$ cat src/rtl/dhcpopt_pkg.sv
// Shared types, option codes and the store-slot lookup for the DHCP options parser.
// No dependencies.
package dhcpopt_pkg;

  localparam int NumSlots  = 6;
  localparam int SlotW     = 3;
  localparam int WordW     = 32;
  localparam int ByteW     = 8;
  localparam int SeenW     = 7;

  localparam logic [ByteW-1:0] CODE_PAD    = 8'd0;
  localparam logic [ByteW-1:0] CODE_MASK   = 8'd1;
  localparam logic [ByteW-1:0] CODE_ROUTER = 8'd3;
  localparam logic [ByteW-1:0] CODE_DNS    = 8'd6;
  localparam logic [ByteW-1:0] CODE_CLIENT = 8'd50;
  localparam logic [ByteW-1:0] CODE_LEASE  = 8'd51;
  localparam logic [ByteW-1:0] CODE_TYPE   = 8'd53;
  localparam logic [ByteW-1:0] CODE_SERVER = 8'd54;
  localparam logic [ByteW-1:0] CODE_END    = 8'd255;

  localparam logic [ByteW-1:0] LAST_WORD_IDX = 8'd3;

  typedef enum logic [3:0] {
    PH_CODE  = 4'b0001,
    PH_LEN   = 4'b0010,
    PH_DATA  = 4'b0100,
    PH_TRAIL = 4'b1000
  } phase_t;

  typedef struct packed {
    logic             hit;
    logic [SlotW-1:0] idx;
  } slot_t;

  typedef struct packed {
    logic [ByteW-1:0]           message_type;
    logic [NumSlots-1:0][WordW-1:0] vals;
    logic [SeenW-1:0]           seen_mask;
    logic                       ended_by_end_code;
  } result_t;

  function automatic slot_t slot_of(input logic [ByteW-1:0] code);
    slot_t s;
    s.hit = 1'b1;
    s.idx = '0;
    case (code)
      CODE_MASK:   s.idx = 3'd0;
      CODE_ROUTER: s.idx = 3'd1;
      CODE_DNS:    s.idx = 3'd2;
      CODE_CLIENT: s.idx = 3'd3;
      CODE_LEASE:  s.idx = 3'd4;
      CODE_SERVER: s.idx = 3'd5;
      default:     s.hit = 1'b0;
    endcase
    return s;
  endfunction

endpackage

$ cat src/rtl/dhcpopt_walker.sv
// Code/length/data record walker with the persistent option stores.
// Depends on dhcpopt_pkg.
module dhcpopt_walker (
  input  logic                   clk,
  input  logic                   rst,
  input  logic                   step,
  input  logic [7:0]             opt_byte,
  input  logic                   area_last,
  output logic                   res_valid,
  output dhcpopt_pkg::result_t   res
);
  import dhcpopt_pkg::*;

  phase_t           phase, phase_next;
  logic [ByteW-1:0] cur_code, cur_code_next;
  logic [ByteW-1:0] rec_len, rec_len_next;
  logic [ByteW-1:0] remaining, remaining_next;
  logic [WordW-1:0] word, word_next;
  logic [ByteW-1:0] type_store, type_store_next;
  logic [NumSlots-1:0][WordW-1:0] vals, vals_next;
  logic [SeenW-1:0] seen, seen_next;

  logic [SeenW-1:0] res_seen;
  logic             by_end;
  logic             restart;
  logic [ByteW-1:0] idx;
  logic [WordW-1:0] shifted;
  slot_t            slot;

  assign idx     = rec_len - remaining;
  assign shifted = {word[WordW-ByteW-1:0], opt_byte};
  assign slot    = slot_of(cur_code);

  always_comb begin
    phase_next      = phase;
    cur_code_next   = cur_code;
    rec_len_next    = rec_len;
    remaining_next  = remaining;
    word_next       = word;
    type_store_next = type_store;
    vals_next       = vals;
    seen_next       = seen;
    res_valid       = 1'b0;
    res_seen        = seen;
    by_end          = 1'b0;
    restart         = 1'b0;

    case (phase)
      PH_CODE: begin
        if (opt_byte == CODE_END) begin
          res_valid = 1'b1;
          by_end    = 1'b1;
          if (area_last) begin
            restart = 1'b1;
          end else begin
            seen_next  = '0;
            phase_next = PH_TRAIL;
          end
        end else if (opt_byte != CODE_PAD) begin
          cur_code_next = opt_byte;
          phase_next    = PH_LEN;
        end
      end
      PH_LEN: begin
        rec_len_next   = opt_byte;
        remaining_next = opt_byte;
        word_next      = '0;
        phase_next     = (opt_byte == '0) ? PH_CODE : PH_DATA;
      end
      PH_DATA: begin
        if (idx <= LAST_WORD_IDX) word_next = shifted;
        if (idx == '0 && cur_code == CODE_TYPE) begin
          type_store_next = opt_byte;
          seen_next[0]    = 1'b1;
        end
        if (idx == LAST_WORD_IDX && slot.hit) begin
          vals_next[slot.idx]            = shifted;
          seen_next[slot.idx + 3'd1]     = 1'b1;
        end
        remaining_next = remaining - 8'd1;
        if (remaining == 8'd1) phase_next = PH_CODE;
      end
      PH_TRAIL: begin
        if (area_last) restart = 1'b1;
      end
      default: begin
        restart = 1'b1;
      end
    endcase

    // truncated area: result at the last byte unless already handled above
    if (area_last && !res_valid && phase != PH_TRAIL) begin
      res_valid = 1'b1;
      res_seen  = seen_next;
      restart   = 1'b1;
    end

    if (restart) begin
      phase_next     = PH_CODE;
      cur_code_next  = '0;
      rec_len_next   = '0;
      remaining_next = '0;
      word_next      = '0;
      seen_next      = '0;
    end
  end

  assign res.message_type      = type_store_next;
  assign res.vals              = vals_next;
  assign res.seen_mask         = res_seen;
  assign res.ended_by_end_code = by_end;

  always_ff @(posedge clk) begin
    if (rst) begin
      phase      <= PH_CODE;
      cur_code   <= '0;
      rec_len    <= '0;
      remaining  <= '0;
      word       <= '0;
      type_store <= '0;
      vals       <= '0;
      seen       <= '0;
    end else if (step) begin
      phase      <= phase_next;
      cur_code   <= cur_code_next;
      rec_len    <= rec_len_next;
      remaining  <= remaining_next;
      word       <= word_next;
      type_store <= type_store_next;
      vals       <= vals_next;
      seen       <= seen_next;
    end
  end

endmodule

$ cat src/rtl/dhcp_option_tlv_parser.sv
// DHCP options-area parser: takes one options byte per request and returns one
// result per message, at the end code or at the byte marked last, whichever comes
// first. Codes 1, 3, 6, 50, 51 and 54 load a 32-bit store from the first four data
// bytes (big-endian) when the record has at least four; code 53 loads the type from
// its first data byte; pad is skipped. Stores persist across messages, seen_mask
// covers the current message only. One byte is taken per cycle unless input stalls,
// and each result is registered; a two-entry output stage (result plus skid)
// keeps input flowing while a result waits, and input stalls only when both hold.
// Depends on dhcpopt_pkg and dhcpopt_walker.
module dhcp_option_tlv_parser (
  input  logic        clk,
  input  logic        rst,
  input  logic        in_valid,
  output logic        in_ready,
  input  logic [7:0]  opt_byte,
  input  logic        area_last,
  output logic        out_valid,
  input  logic        out_ready,
  output logic [7:0]  message_type,
  output logic [31:0] subnet_mask,
  output logic [31:0] router_addr,
  output logic [31:0] dns_addr,
  output logic [31:0] client_addr,
  output logic [31:0] lease_seconds,
  output logic [31:0] server_addr,
  output logic [6:0]  seen_mask,
  output logic        ended_by_end_code
);
  import dhcpopt_pkg::*;

  logic    step;
  logic    res_valid;
  result_t res;
  result_t out_reg;
  result_t skid;
  logic    skid_valid;

  assign in_ready = !skid_valid;
  assign step     = in_valid && in_ready;

  dhcpopt_walker u_walker (
    .clk       (clk),
    .rst       (rst),
    .step      (step),
    .opt_byte  (opt_byte),
    .area_last (area_last),
    .res_valid (res_valid),
    .res       (res)
  );

  always_ff @(posedge clk) begin
    if (rst) begin
      out_valid  <= 1'b0;
      skid_valid <= 1'b0;
    end else if (skid_valid) begin
      if (out_ready) begin
        out_reg    <= skid;
        skid_valid <= 1'b0;
      end
    end else if (step && res_valid) begin
      if (!out_valid || out_ready) begin
        out_reg   <= res;
        out_valid <= 1'b1;
      end else begin
        skid       <= res;
        skid_valid <= 1'b1;
      end
    end else if (out_ready) begin
      out_valid <= 1'b0;
    end
  end

  assign message_type      = out_reg.message_type;
  assign subnet_mask       = out_reg.vals[0];
  assign router_addr       = out_reg.vals[1];
  assign dns_addr          = out_reg.vals[2];
  assign client_addr       = out_reg.vals[3];
  assign lease_seconds     = out_reg.vals[4];
  assign server_addr       = out_reg.vals[5];
  assign seen_mask         = out_reg.seen_mask;
  assign ended_by_end_code = out_reg.ended_by_end_code;

endmodule

$ cat config.mk
export PLATFORM = sky130hd
export DESIGN_NAME = dhcp_option_tlv_parser
export DESIGN_NICKNAME = d
export VERILOG_FILES = /design/src/rtl/dhcpopt_pkg.sv /design/src/rtl/dhcpopt_walker.sv /design/src/rtl/dhcp_option_tlv_parser.sv
export SDC_FILE = /design/constraint.sdc
export NUM_CORES = 1
export LEC_CHECK = 0
export BUFFER_PORTS_ARGS = -buffer_cell sky130_fd_sc_hd__buf_2
export CAP_MARGIN = 20
export CORE_ASPECT_RATIO = 0.75
export CORE_MARGIN = 10
export CORE_UTILIZATION = 53
export DETAILED_ROUTE_END_ITERATION = 8
export PLACE_DENSITY = 0.72
export RECOVER_POWER = 25
export SLEW_MARGIN = 20
export SYNTH_ARGS = -nofsm -noshare
export SYNTH_HDL_FRONTEND = slang
export SYNTH_SLANG_ARGS = --single-unit
$ cat constraint.sdc
create_clock -name clk -period 30.4 [get_ports clk]
set_input_delay 7.6 -clock clk [delete_from_list [all_inputs] [get_ports clk]]
set_output_delay 7.6 -clock clk [all_outputs]
set_load 0.01 [all_outputs]
==> impl_metrics.sql <==
INSERT INTO impl_metrics (metric_group, metric, value, unit) VALUES
('run_status', 'outcome', 'finished, violations left', ''),
('run_status', 'violations', 'max-capacitance violations, max-slew violations', ''),
('synth', 'postSynthRegisterBits', '677', ''),
('global_route', 'via_count_of_the_first_global_routing_pass', '17419', ''),
('clock_tree', 'clk_pin_slew', '0.06', 'ns'),
('setup_path', 'setup.reg_to_reg.worst_slack', '22.86', 'ns'),
('setup_path', 'critical_path_class', 'in -> reg', ''),
('global_route', 'grt_max_degree', '119', ''),
('cells_and_area', 'final_nets', '2277', ''),
('setup_path', 'crit_required', '30.61', 'ns'),
('clock_tree', 'post-cts-setup-buffers', '0', ''),
('synth', 'synth-edff-count', '416', ''),
('synth', 'ys_types', '70', ''),
('cells_and_area', 'fillerInstances', '4080', ''),
('die', 'design.core.area', '53340', 'um^2'),
('pwr', 'power_density', '59.63', 'nW/um^2'),
('drt', 'viasPerCell', '5.764', ''),
('timing', 'finalMaxSlewViolations', '120', ''),
('placed_design', 'detailedPlacementHpwl', '42900', 'um'),
('cells_and_area', 'areaGrowthSynthToFinish', '12.95', '%'),
('setup_path', 'start_kind', 'input pin', ''),
('clock_tree', 'clockBufferDepth', '3', ''),
('setup_path', 'critPathCaptureType', 'flop', ''),
('global_route', 'antenna_violations_before_repair', '0', ''),
('drt', 'drt_pass1_iterations', '7', ''),
('die', 'top_level_ports', '223', ''),
('die', 'rows', '73', ''),
('timing', 'setup_total_negative_slack', '0', 'ns'),
('synth', 'syn_avg_cell_area', '13.77', 'um^2'),
('synth', 'mappedNetlistArea', '28740', 'um^2'),
('die', 'initial_utilization', '53.89', '%'),
('synth', 'yosys.area.top_type_share', '43.46', '%'),
('clock_tree', 'cts_resized', '0', ''),
('clock_tree', 'tritoncts', 'done', ''),
('die', 'die_area', '64040', 'um^2'),
('clock_tree', 'cts-hold-fix-buffers', '0', ''),
('drt', 'route.detailed.drc', '0', ''),
('clock_tree', 'cts_root_buffer', 'sky130_fd_sc_hd__clkbuf_16', ''),
('timing', 'grt_setup_unrepaired', 'false', ''),
('clock_tree', 'number_of_sinks_on_the_clock_net', '677', ''),
('drt', 'routed_wire_length_per_instance', '22.59', 'um'),
('timing', 'max_slew.worst_pin.slew', '3.653', 'ns'),
('global_route', 'grt_pass1_wl', '105800', 'um'),
('synth', 'yosysWarnings', '0', ''),
('pwr', 'total_power', '1.936', 'mW'),
('drt', 'antenna_left', '0', ''),
('timing', 'layout_worst_path_cycle_share', '37.13', '%'),
('synth', 'synth.largest_area_cell', 'sky130_fd_sc_hd__edfxtp_1', ''),
('pwr', 'total_leakage_power', '12.81', 'nW'),
('timing', 'finalHoldViolations', '0', ''),
('die', 'die_w', '288.9', 'um'),
('timing', 'clock-skew-final', '0.03407', 'ns'),
('timing', 'slew_headroom', '-147.0', '%'),
('synth', 'synth-main-ff-cell', 'sky130_fd_sc_hd__edfxtp_1', ''),
('setup_path', 'worst-endpoint-arrival', '11.50', 'ns'),
('timing', 'max_freq', '88.59', 'MHz'),
('placed_design', 'port_buffers', '222', ''),
('global_route', 'groute.usage.overall', '20.87', '%'),
('timing', 'finalSetupViolCount', '0', ''),
('hold_path', 'timing.hold.worst.class', 'reg -> reg', ''),
('clock_tree', 'clock_insertion_delay_worst_skew', '0.62', 'ns'),
('synth', 'synth.area.top_cells', 'sky130_fd_sc_hd__edfxtp_1 43%, sky130_fd_sc_hd__dfxtp_1 18%, sky130_fd_sc_hd__mux2_2 15%', ''),
('setup_path', 'crit_path_max_fanout', '79', ''),
('clock_tree', 'tritoncts.num_buffers', '67', ''),
('placed_design', 'place.gp.congestion', '0.8939', ''),
('drt', 'vias', '17408', ''),
('synth', 'postSynth.asyncResetShare', '0', '%'),
('clock_tree', 'htree_levels', '3', ''),
('timing', 'post-route-min-period', '11.29', 'ns'),
('pwr', 'vdd.ir_drop.worst', '0.04773', 'mV'),
('drt', 'drt_first_iter_violations', '1482', ''),
('job', 'cap_violations', '7', ''),
('synth', 'syn_inst', '2087', ''),
('die', 'die_h', '221.7', 'um'),
('global_route', 'overflow', '0', ''),
('cells_and_area', 'drive_above_1_share', '24.10', '%'),
('synth', 'ys_seq_area_share', '61.64', '%'),
('synth', 'syn-num-nets', '2112', ''),
('drt', 'totalWireLength', '68230', 'um');
[worst max-delay path, stage by stage]
cell and delay [ns]:
sky130_fd_sc_hd__clkbuf_1 0.60, sky130_fd_sc_hd__nand4_1 0.38, sky130_fd_sc_hd__nor4b_1 0.52, sky130_fd_sc_hd__o21ai_0 0.13, sky130_fd_sc_hd__o21ai_0 0.15, sky130_fd_sc_hd__nand2_1 0.13
sky130_fd_sc_hd__o22a_1 0.29, sky130_fd_sc_hd__nor2_4 0.08, sky130_fd_sc_hd__buf_4 0.58, sky130_fd_sc_hd__buf_4 0.86
[kinds of logic after synthesis]
| kind of cell | Yosys count | synth area share (%) |
|---|---|---|
| xor gates and xnor gates | 8 | 0.2438 |
| adders and majority gates | 12 | 0.5485 |
| buffers and inverters | 178 | 2.877 |
| AOI/OAI and AO/OA | 185 | 4.140 |
| muxes | 572 | 21.68 |
| DFF | 677 | 61.64 |
| and+or+nand+nor | 455 | 8.876 |
[layout make-up]
type                       count  area, um^2  area share [%]
timing repair buffer         255        1324           4.078
clock inverter                29       335.3           1.033
clock buffer                  95        1947           5.997
inverter                      19       78.83          0.2428
sequential                   677       17720           54.57
multi-input combinational   1232       10170           31.33
antenna                        1       2.502        0.007708
tap                          712       890.9           2.744
[state kept, by name, summed over array words and instances (netlist names)]
register / count
message_type: 8
u_walker.word: 24
ended_by_end_code: 1
u_walker.phase: 4
client_addr: 32
u_walker.seen: 7
skid: 208
subnet_mask: 32
server_addr: 32
u_walker.remaining: 8
lease_seconds: 32
router_addr: 32
dns_addr: 32
u_walker.type_store: 8
seen_mask: 7
u_walker.cur_code: 8
u_walker.vals: 192
out_valid: 1
u_walker.rec_len: 8
skid_valid: 1
[cells in the final DEF (no fill, tap or decap), types with 34 or more instances in the layout]
cell type and instances:
sky130_fd_sc_hd__dfxtp_1 261, sky130_fd_sc_hd__mux2i_1 168, sky130_fd_sc_hd__o21ai_0 47, sky130_fd_sc_hd__buf_2 213
sky130_fd_sc_hd__nand2b_1 185, sky130_fd_sc_hd__nor2_1 100, sky130_fd_sc_hd__mux2_1 216, sky130_fd_sc_hd__nand2_1 40
sky130_fd_sc_hd__clkbuf_1 34, sky130_fd_sc_hd__a21oi_1 67, sky130_fd_sc_hd__clkbuf_16 71, sky130_fd_sc_hd__nand3_1 52
sky130_fd_sc_hd__edfxtp_1 416, sky130_fd_sc_hd__mux2_2 188
[Yosys cell counts (all sizes together), types with 17 or more instances]
cell type / count
dfxtp: 261
clkbuf: 111
edfxtp: 416
mux2: 404
o21ai: 48
nor2: 101
buf: 48
nand2b: 185
mux2i: 168
nor3: 17
inv: 19
nand3: 52
a32oi: 25
nand2: 45
a21oi: 68
[through the flow]
stage	std cells	hold slack [ns]	cell area, um^2	utilization (%)	setup WS [ns]
6_report	3020	0.4621	32460	60.86	19.11
4_1_cts	3019	0.4605	32600	61.12	19.66
3_3_place_gp	2895	0.4496	30320	56.84	19.16
3_5_place_dp	2895	0.4522	30320	56.84	19.02
5_1_grt	3019	0.4757	32460	60.86	18.85
2_1_floorplan	2087	0.4343	28740	-	7.045
[per-layer routing]
metal	track usage (%)	wire length, um
met1	30.69	32210
met2	31.37	30540
met3	4.250	4234
met4	4.491	1246
met5	0	0
[power by group]
part	internal (mW)	switching (mW)	total, mW
Clock	0.502	0.355	0.856
Sequential	0.988	0.00684	0.995
Combinational	0.0278	0.0565	0.0843
Total	1.52	0.418	1.94
[path summary, 6_finish.rpt]
check                        start             endpoint  cells past startpoint
max                    opt_byte[7]      client_addr[16]                     10
min            u_walker.rec_len[0]  u_walker.rec_len[0]                      2
max reg2reg  u_walker.remaining[1]       router_addr[8]                     10
min reg2reg    u_walker.rec_len[0]  u_walker.rec_len[0]                      2
Power figures use the tool's default switching activity.
